## src/rtl/ectc_pkg.sv

```systemverilog
// Shared word types for the epoch seconds to calendar pipeline.
package ectc_pkg;

   // Whole days and the second of the day, after the first split.
   typedef struct packed {
      logic [15:0] days;
      logic [16:0] rem;
   } ectc_day_type;

   // Clock fields, weekday, year and day of year, before the month walk.
   typedef struct packed {
      logic [5:0] sec;
      logic [5:0] minute;
      logic [4:0] hour;
      logic [2:0] weekday;
      logic [7:0] year;
      logic [8:0] yday;
      logic       leap;
   } ectc_field_type;

   // Finished result word.
   typedef struct packed {
      logic [5:0] sec;
      logic [5:0] minute;
      logic [4:0] hour;
      logic [4:0] mday;
      logic [3:0] month;
      logic [7:0] year;
      logic [2:0] weekday;
      logic [8:0] yday;
   } ectc_result_type;

endpackage

```

## src/rtl/ectc_day_split.sv

```systemverilog
// Two-stage split of the second count into whole days and second of the day.
module ectc_day_split (
   input  logic                 clock,
   input  logic                 reset,
   input  logic                 in_valid,
   output logic                 in_stall,
   input  logic [31:0]          in_seconds,
   output logic                 out_valid,
   input  logic                 out_stall,
   output ectc_pkg::ectc_day_type out_day
);
   import ectc_pkg::*;

   // 86400 = 128 * 675: drop seven bits, then divide by 675 by reciprocal.
   localparam int          DAY_SHIFT = 35;
   localparam logic [9:0]  DAY_DIV   = 10'd675;
   localparam logic [25:0] DAY_RECIP =
      26'(((64'd1 << DAY_SHIFT) + 64'd674) / 64'd675);

   logic         v1_ff, v2_ff;
   logic         adv1, adv2;
   logic [24:0]  x1_ff;
   logic [6:0]   lo1_ff;
   logic [15:0]  q1_ff;
   logic [15:0]  q1_in;
   logic [50:0]  prod1;
   logic [25:0]  qscaled;
   logic [9:0]   rem_hi;
   ectc_day_type day_ff, day_in;

   assign adv2     = !v2_ff || !out_stall;
   assign adv1     = !v1_ff || adv2;
   assign in_stall = !adv1;

   always_comb begin
      prod1 = 51'(in_seconds[31:7]) * 51'(DAY_RECIP);
      q1_in = prod1[DAY_SHIFT +: 16];
   end

   always_comb begin
      qscaled     = 26'(q1_ff) * 26'(DAY_DIV);
      rem_hi      = 10'({1'b0, x1_ff} - qscaled);
      day_in.days = q1_ff;
      day_in.rem  = {rem_hi, lo1_ff};
   end

   always_ff @(posedge clock) begin
      if (reset) begin
         v1_ff <= 1'b0;
         v2_ff <= 1'b0;
      end else begin
         if (adv1) v1_ff <= in_valid;
         if (adv2) v2_ff <= v1_ff;
      end
   end

   always_ff @(posedge clock) begin
      if (adv1) begin
         x1_ff  <= in_seconds[31:7];
         lo1_ff <= in_seconds[6:0];
         q1_ff  <= q1_in;
      end
      if (adv2) begin
         day_ff <= day_in;
      end
   end

   assign out_valid = v2_ff;
   assign out_day   = day_ff;

endmodule

```

## src/rtl/ectc_field_split.sv

```systemverilog
// Three stages that give the clock fields, weekday, year and day of year.
module ectc_field_split (
   input  logic                   clock,
   input  logic                   reset,
   input  logic                   in_valid,
   output logic                   in_stall,
   input  ectc_pkg::ectc_day_type in_day,
   output logic                   out_valid,
   input  logic                   out_stall,
   output ectc_pkg::ectc_field_type out_field
);
   import ectc_pkg::*;

   localparam int          MIN_SHIFT   = 23;
   localparam logic [17:0] MIN_RECIP   = 18'(((64'd1 << MIN_SHIFT) + 64'd59) / 64'd60);
   localparam int          HOUR_SHIFT  = 17;
   localparam logic [11:0] HOUR_RECIP  = 12'(((64'd1 << HOUR_SHIFT) + 64'd59) / 64'd60);
   localparam int          WEEK_SHIFT  = 19;
   localparam logic [16:0] WEEK_RECIP  = 17'(((64'd1 << WEEK_SHIFT) + 64'd6) / 64'd7);
   localparam int          QUAD_SHIFT  = 27;
   localparam logic [16:0] QUAD_RECIP  =
      17'(((64'd1 << QUAD_SHIFT) + 64'd1460) / 64'd1461);
   localparam logic [5:0]  SIXTY       = 6'd60;
   localparam logic [2:0]  WEEK_LEN    = 3'd7;
   localparam logic [10:0] QUAD_DAYS   = 11'd1461;
   localparam logic [10:0] YEAR1_START = 11'd366;
   localparam logic [10:0] YEAR2_START = 11'd731;
   localparam logic [10:0] YEAR3_START = 11'd1096;
   localparam logic [7:0]  BASE_YEAR   = 8'd40;

   logic        v3_ff, v4_ff, v5_ff;
   logic        adv3, adv4, adv5;

   // stage 3: quotients by reciprocal
   logic [34:0] mprod;
   logic [32:0] wprod, cprod;
   logic [15:0] wx_in;
   logic [15:0] days3_ff, wx3_ff;
   logic [16:0] rem3_ff;
   logic [10:0] mt3_ff;
   logic [12:0] wq3_ff;
   logic [5:0]  c3_ff;

   // stage 4: remainders and hour
   logic [22:0] hprod;
   logic [5:0]  sec4_in, sec4_ff;
   logic [4:0]  hr4_in, hr4_ff;
   logic [2:0]  wd4_in, wd4_ff;
   logic [10:0] dc4_in, dc4_ff;
   logic [10:0] mt4_ff;
   logic [5:0]  c4_ff;

   // stage 5: minute and year within the four-year cycle
   logic [1:0]  y4;
   logic [10:0] ybase;
   ectc_field_type field_in, field_ff;

   assign adv5     = !v5_ff || !out_stall;
   assign adv4     = !v4_ff || adv5;
   assign adv3     = !v3_ff || adv4;
   assign in_stall = !adv3;

   always_comb begin
      wx_in = in_day.days + 16'd1;
      mprod = 35'(in_day.rem) * 35'(MIN_RECIP);
      wprod = 33'(wx_in) * 33'(WEEK_RECIP);
      cprod = 33'(in_day.days) * 33'(QUAD_RECIP);
   end

   always_comb begin
      sec4_in = 6'(rem3_ff - 17'(mt3_ff) * 17'(SIXTY));
      hprod   = 23'(mt3_ff) * 23'(HOUR_RECIP);
      hr4_in  = hprod[HOUR_SHIFT +: 5];
      wd4_in  = 3'(wx3_ff - 16'(wq3_ff) * 16'(WEEK_LEN));
      dc4_in  = 11'(days3_ff - 16'(c3_ff) * 16'(QUAD_DAYS));
   end

   // The range 1940..2076 holds no skipped century leap, so every fourth
   // year from 1940 is a leap year.
   always_comb begin
      if (dc4_ff >= YEAR3_START) begin
         y4    = 2'd3;
         ybase = YEAR3_START;
      end else if (dc4_ff >= YEAR2_START) begin
         y4    = 2'd2;
         ybase = YEAR2_START;
      end else if (dc4_ff >= YEAR1_START) begin
         y4    = 2'd1;
         ybase = YEAR1_START;
      end else begin
         y4    = 2'd0;
         ybase = 11'd0;
      end
      field_in.sec     = sec4_ff;
      field_in.minute  = 6'(mt4_ff - 11'(hr4_ff) * 11'(SIXTY));
      field_in.hour    = hr4_ff;
      field_in.weekday = wd4_ff;
      field_in.year    = BASE_YEAR + {c4_ff, 2'b00} + {6'd0, y4};
      field_in.yday    = 9'(dc4_ff - ybase);
      field_in.leap    = (y4 == 2'd0);
   end

   always_ff @(posedge clock) begin
      if (reset) begin
         v3_ff <= 1'b0;
         v4_ff <= 1'b0;
         v5_ff <= 1'b0;
      end else begin
         if (adv3) v3_ff <= in_valid;
         if (adv4) v4_ff <= v3_ff;
         if (adv5) v5_ff <= v4_ff;
      end
   end

   always_ff @(posedge clock) begin
      if (adv3) begin
         days3_ff <= in_day.days;
         rem3_ff  <= in_day.rem;
         wx3_ff   <= wx_in;
         mt3_ff   <= mprod[MIN_SHIFT +: 11];
         wq3_ff   <= wprod[WEEK_SHIFT +: 13];
         c3_ff    <= cprod[QUAD_SHIFT +: 6];
      end
      if (adv4) begin
         sec4_ff <= sec4_in;
         hr4_ff  <= hr4_in;
         wd4_ff  <= wd4_in;
         dc4_ff  <= dc4_in;
         mt4_ff  <= mt3_ff;
         c4_ff   <= c3_ff;
      end
      if (adv5) begin
         field_ff <= field_in;
      end
   end

   assign out_valid = v5_ff;
   assign out_field = field_ff;

endmodule

```

## src/rtl/ectc_month_split.sv

```systemverilog
// Two-stage walk of the day of year into month and day of month.
module ectc_month_split (
   input  logic                     clock,
   input  logic                     reset,
   input  logic                     in_valid,
   output logic                     in_stall,
   input  ectc_pkg::ectc_field_type in_field,
   output logic                     out_valid,
   input  logic                     out_stall,
   output ectc_pkg::ectc_result_type out_result
);
   import ectc_pkg::*;

   localparam int MONTHS = 12;

   // First day of year of each month; March onward moves by one in a leap year.
   function automatic logic [8:0] month_start(input logic [3:0] m, input logic leap);
      logic [8:0] base;
      begin
         case (m)
            4'd0:    base = 9'd0;
            4'd1:    base = 9'd31;
            4'd2:    base = 9'd59;
            4'd3:    base = 9'd90;
            4'd4:    base = 9'd120;
            4'd5:    base = 9'd151;
            4'd6:    base = 9'd181;
            4'd7:    base = 9'd212;
            4'd8:    base = 9'd243;
            4'd9:    base = 9'd273;
            4'd10:   base = 9'd304;
            4'd11:   base = 9'd334;
            default: base = 9'd0;
         endcase
         if (leap && m >= 4'd2) base = base + 9'd1;
         return base;
      end
   endfunction

   logic           v6_ff, v7_ff;
   logic           adv6, adv7;
   logic [3:0]     month6_in, month6_ff;
   ectc_field_type field6_ff;
   ectc_result_type result_in, result_ff;

   assign adv7     = !v7_ff || !out_stall;
   assign adv6     = !v6_ff || adv7;
   assign in_stall = !adv6;

   // Count the month starts already passed.
   always_comb begin
      month6_in = 4'd0;
      for (int m = 1; m < MONTHS; m++) begin
         month6_in = month6_in + {3'd0, (in_field.yday >= month_start(4'(m), in_field.leap))};
      end
   end

   always_comb begin
      result_in.sec     = field6_ff.sec;
      result_in.minute  = field6_ff.minute;
      result_in.hour    = field6_ff.hour;
      result_in.mday    = 5'(field6_ff.yday - month_start(month6_ff, field6_ff.leap) + 9'd1);
      result_in.month   = month6_ff;
      result_in.year    = field6_ff.year;
      result_in.weekday = field6_ff.weekday;
      result_in.yday    = field6_ff.yday;
   end

   always_ff @(posedge clock) begin
      if (reset) begin
         v6_ff <= 1'b0;
         v7_ff <= 1'b0;
      end else begin
         if (adv6) v6_ff <= in_valid;
         if (adv7) v7_ff <= v6_ff;
      end
   end

   always_ff @(posedge clock) begin
      if (adv6) begin
         month6_ff <= month6_in;
         field6_ff <= in_field;
      end
      if (adv7) begin
         result_ff <= result_in;
      end
   end

   assign out_valid  = v7_ff;
   assign out_result = result_ff;

endmodule

```

## src/rtl/epoch_seconds_to_calendar.sv

```systemverilog
// Top level: seconds after 1940-01-01 00:00:00 to broken-down calendar time.
//
// req_valid/req_stall carry one word: a 32-bit unsigned second count.
// rsp_valid/rsp_stall carry one word per request: second, minute, hour,
// day of month, month 0..11, year minus 1900, weekday (Sunday 0) and
// day of year. Words leave in the order they arrived.
// From acceptance to rsp_valid, two stages split off whole days,
// three give the clock fields, weekday and year, and two walk the
// months. Throughput is one word per cycle while rsp_stall is low;
// every stage holds a valid bit and its own load enable, so bubbles
// close up under stall. A stage that holds a word and cannot pass it
// on holds it; when the receiver stalls, the pipe fills and req_stall
// rises once the first stage is occupied. Reset clears the valid bits;
// no words are lost or created after reset. Data registers are not reset.
module epoch_seconds_to_calendar (
   input  logic        clock,
   input  logic        reset,
   input  logic        req_valid,
   output logic        req_stall,
   input  logic [31:0] req_epoch_seconds,
   output logic        rsp_valid,
   input  logic        rsp_stall,
   output logic [5:0]  rsp_second_of_minute,
   output logic [5:0]  rsp_minute_of_hour,
   output logic [4:0]  rsp_hour_of_day,
   output logic [4:0]  rsp_day_of_month,
   output logic [3:0]  rsp_month_index,
   output logic [7:0]  rsp_years_after_1900,
   output logic [2:0]  rsp_weekday,
   output logic [8:0]  rsp_day_of_year
);
   import ectc_pkg::*;

   logic            day_valid, day_stall;
   logic            field_valid, field_stall;
   ectc_day_type    day;
   ectc_field_type  field;
   ectc_result_type result;

   ectc_day_split u_day_split (
      .clock      (clock),
      .reset      (reset),
      .in_valid   (req_valid),
      .in_stall   (req_stall),
      .in_seconds (req_epoch_seconds),
      .out_valid  (day_valid),
      .out_stall  (day_stall),
      .out_day    (day)
   );

   ectc_field_split u_field_split (
      .clock     (clock),
      .reset     (reset),
      .in_valid  (day_valid),
      .in_stall  (day_stall),
      .in_day    (day),
      .out_valid (field_valid),
      .out_stall (field_stall),
      .out_field (field)
   );

   ectc_month_split u_month_split (
      .clock      (clock),
      .reset      (reset),
      .in_valid   (field_valid),
      .in_stall   (field_stall),
      .in_field   (field),
      .out_valid  (rsp_valid),
      .out_stall  (rsp_stall),
      .out_result (result)
   );

   assign rsp_second_of_minute = result.sec;
   assign rsp_minute_of_hour   = result.minute;
   assign rsp_hour_of_day      = result.hour;
   assign rsp_day_of_month     = result.mday;
   assign rsp_month_index      = result.month;
   assign rsp_years_after_1900 = result.year;
   assign rsp_weekday          = result.weekday;
   assign rsp_day_of_year      = result.yday;

endmodule
```

## config.mk

```make
export PLATFORM = sky130hd
export DESIGN_NAME = epoch_seconds_to_calendar
export DESIGN_NICKNAME = d
export VERILOG_FILES = /design/src/rtl/ectc_pkg.sv /design/src/rtl/ectc_day_split.sv /design/src/rtl/ectc_field_split.sv /design/src/rtl/ectc_month_split.sv /design/src/rtl/epoch_seconds_to_calendar.sv
export SDC_FILE = /design/constraint.sdc
export NUM_CORES = 2
export LEC_CHECK = 0
export BUFFER_PORTS_ARGS = -buffer_cell sky130_fd_sc_hd__buf_4
export CAP_MARGIN = 20
export CORE_MARGIN = 4
export CORE_UTILIZATION = 25
export CTS_CLUSTER_SIZE = 25
export DETAILED_ROUTE_END_ITERATION = 8
export PLACE_DENSITY_LB_ADDON = 0.05
export SLEW_MARGIN = 20
export SYNTH_ARGS = -nofsm -noshare
export SYNTH_HDL_FRONTEND = slang
export SYNTH_SLANG_ARGS = --single-unit
```

## constraint.sdc

```tcl
create_clock -name clock -period 9.2 [get_ports clock]
set_clock_uncertainty 0.2 [all_clocks]
set_input_delay 1.84 -clock clock [delete_from_list [all_inputs] [get_ports clock]]
set_output_delay 1.84 -clock clock [all_outputs]
set_load 0.01 [all_outputs]
```

==> flow_summary.ini <==
[status]
status = completed

[floorplan]
rows = 133
die_area_um2 = 138000
coreArea_um2 = 131000
initial_core_util_pct = 25.2
fp.dieW_um = 372
fp.dieH_um = 372
io_pins = 84

[worst_setup_path]
reg2reg_slack_ns = 1.68
crit_chain = buf_4 -> inv_1 -> ha_1 -> inv_1 -> fa_1 -> ha_1 -> inv_1 -> fa_1 -> inv_1 -> fa_1 -> fa_1 -> inv_1 -> fa_1 -> inv_1 -> ha_1 -> nand4_1 -> nor4_4 -> nand4_1 -> o21ai_2 -> o221a_4 -> a221oi_2 -> o21a_1 -> or3_1 -> xnor2_1
required_ns = 9.28
crit_slowest_cell = fa_1
end_kind = register
worstPathMaxFanout = 12
max_stage_delay_ns = 0.55
startpoint_type = input port
critical_path.top_delay_family = adder cells
worstSetupPathType = in -> reg
critPathBufInv = 7
critical_path_arrival_ns = 7.98
ff2ff_path_depth = 21
r2r_start = u_day_split.out_day[19]
worst_path_most_repeated_cell = inv_1
r2r_end = u_field_split.wq3_ff[2]

[detailed_routing]
vias_per_cell = 4.05
ant_nets = 0
wl_per_cell_um = 16.9
drt_iter0_drc = 631
vias = 19600
totalWireLength_um = 81700
firstDrtPassIters = 4
drc_errors = 0

[place]
gp_congestion = 0.833
port_buffers = 83
hpwl_um = 71400

[sta]
hold_viol = 0
final_max_slew_viol_count = 0
setup_violations = 0
rsz0062_at_grt = false
tightest_slew_ns = 1.02
post-route-min-period_ns = 7.90
min_period_over_period_pct = 85.9
fmax_mhz = 127
relSlewSlack_pct = 31.9
finalSetupTns_ns = 0

[synthesis]
synthDistinctLibCells = 68
yosys-top-cells-area = ha_1, fa_1, edfxtp_1
yosys_most_used_dff = edfxtp_1
avgSynthCellArea_um2 = 11.4
synthCells = 2915
synth_edf_count = 269
postSynth.asyncResetShare_pct = 0
synth_seq_area_share_pct = 25.1
synth-seq-cells = 281
synth_area_leader_cell = ha_1
yosys_warnings = 0
syn_nets = 4105
synth_top_area_share_pct = 28.3
syn_area_um2 = 33100

[grt]
first_global_vias = 22300
grt.met1_usage_pct = 15.9
grtUsageMet3_pct = 1.52
antenna_found_initial = 3
grt_max_degree = 47
use_met2_pct = 21.4
grt.busiest_layer = met2
grt_remaining_overflow = 0
grt.total_usage_pct = 12.3
grt_pass1_wl_um = 131000

[cts]
clock-root-buffer = clkbuf_16
cts.hold.buffers_added = 0
cts.clk_slew.worst_paths_ns = 0.05
cts_sinks = 281
htree_levels = 2
cts-buffers-inserted = 38
cts_tree = yes
cts.repair.resized = 0
clk_path_buf_depth = 3
post_cts_buffers = 0
clk_latency_ns = 0.54

[min_path]
min_path_type = reg -> reg
hold_start = u_day_split.q1_ff[11]
hold_end = u_day_split.out_day[28]
hold_depth = 0

[run]
max-cap-violations = 0

[layout]
area_delta_synth_final_pct = 12.4
nFillCells = 13800
fin_nets = 4235
drive_gt1_share_pct = 5.66
how the worst max path moves through the flow:
stage	cells after the start	start	end	slack, ns
floorplan	21	req_epoch_seconds[20]	u_day_split.q1_ff[9]	1.36
global placement	22	req_epoch_seconds[20]	u_day_split.q1_ff[10]	0.82
detailed placement	24	req_epoch_seconds[12]	u_day_split.q1_ff[9]	0.70
CTS	24	req_epoch_seconds[12]	u_day_split.q1_ff[9]	1.29
global route	24	req_epoch_seconds[12]	u_day_split.q1_ff[9]	0.99
finish	24	req_epoch_seconds[12]	u_day_split.q1_ff[9]	1.30
final cells by class:
type,count,area [um^2],area share [%]
Clock buffer,47,1000,2.70
Clock inverter,23,204,0.548
Sequential cell,281,8320,22.3
Antenna cell,1,2.50,0.00672
Inverter,828,3110,8.35
Multi-Input combinational cell,1805,21700,58.3
Tap cell,1755,2200,5.90
Timing Repair Buffer,91,696,1.87
registers in the layout, summed over array words and instances, names as in the netlist, 3 cells and up, named ones only:
register,cells
u_field_split.c3_ff,6
u_month_split.out_result,46
u_field_split.hr4_ff,5
u_field_split.out_field,38
u_field_split.days3_ff,11
u_field_split.c4_ff,6
u_month_split.month6_ff,4
u_field_split.mt3_ff,11
u_day_split.out_day,33
u_field_split.rem3_ff,6
u_day_split.lo1_ff,7
u_month_split.field6_ff,38
u_field_split.wd4_ff,3
u_field_split.sec4_ff,6
u_field_split.wx3_ff,3
u_day_split.x1_ff,10
u_field_split.dc4_ff,11
u_field_split.wq3_ff,3
u_day_split.q1_ff,16
u_field_split.mt4_ff,6
layer usage:
| layer | share of wire (%) | up-vias |
|---|---|---|
| met5 | 0 | - |
| li1 | - | 9711 |
| met2 | 48 | 224 |
| met4 | 3.2 | 0 |
| met3 | 2.9 | 99 |
| met1 | 45 | 9518 |
through the flow:
step	hold slack (ns)	std cells	area [um^2]	worst slack, ns	util, %
finish	0.214	4831	37200	1.30	28.3
global route	0.221	4830	37200	0.986	28.3
CTS	0.216	4830	37200	1.29	28.3
detailed placement	0.205	4760	36000	0.703	27.4
global placement	0.204	4759	36000	0.815	27.4
floorplan	0.200	2915	33100	1.36	-
placed cells by master (no fill, tap or decap), types with 41 or more instances in the layout:
cell type and n:
a21o_1 41, a21oi_1 76, buf_4 90, edfxtp_1 269, fa_1 406, ha_1 748, inv_1 826, nand2_1 62
nor2_1 71, o21ai_0 49, xnor2_1 103
kinds of logic after synthesis:
kind of cell | count (synthesis) | share of synthesized area, %
fa+ha+maj | 1154 | 52.8
xor+xnor | 135 | 3.57
buf+inv | 829 | 9.40
simple gates | 240 | 3.53
mux | 6 | 0.189
flops | 281 | 25.1
compound gates | 270 | 5.40
cell usage after synthesis, drive strengths merged (3+ instances only):
cell type	instances
o21a	14
nand2b	7
a211oi	11
fa	406
a2111oi	3
or3	5
a21boi	4
a31oi	11
xnor2	103
a221o	3
and2	6
nor2	71
o31ai	5
a21o	42
xor2	32
edfxtp	269
nor3	11
nand3	22
a21oi	76
o21bai	11
nor2b	10
a221oi	6
nand4	22
or2	6
o21ai	52
ha	748
inv	827
o211ai	7
o31a	6
dfxtp	12
mux2i	4
a31o	3
and3	8
nand2	64
Power is not shown: default switching activity piles up to over one toggle a cycle in this logic, so the estimate is an artifact.
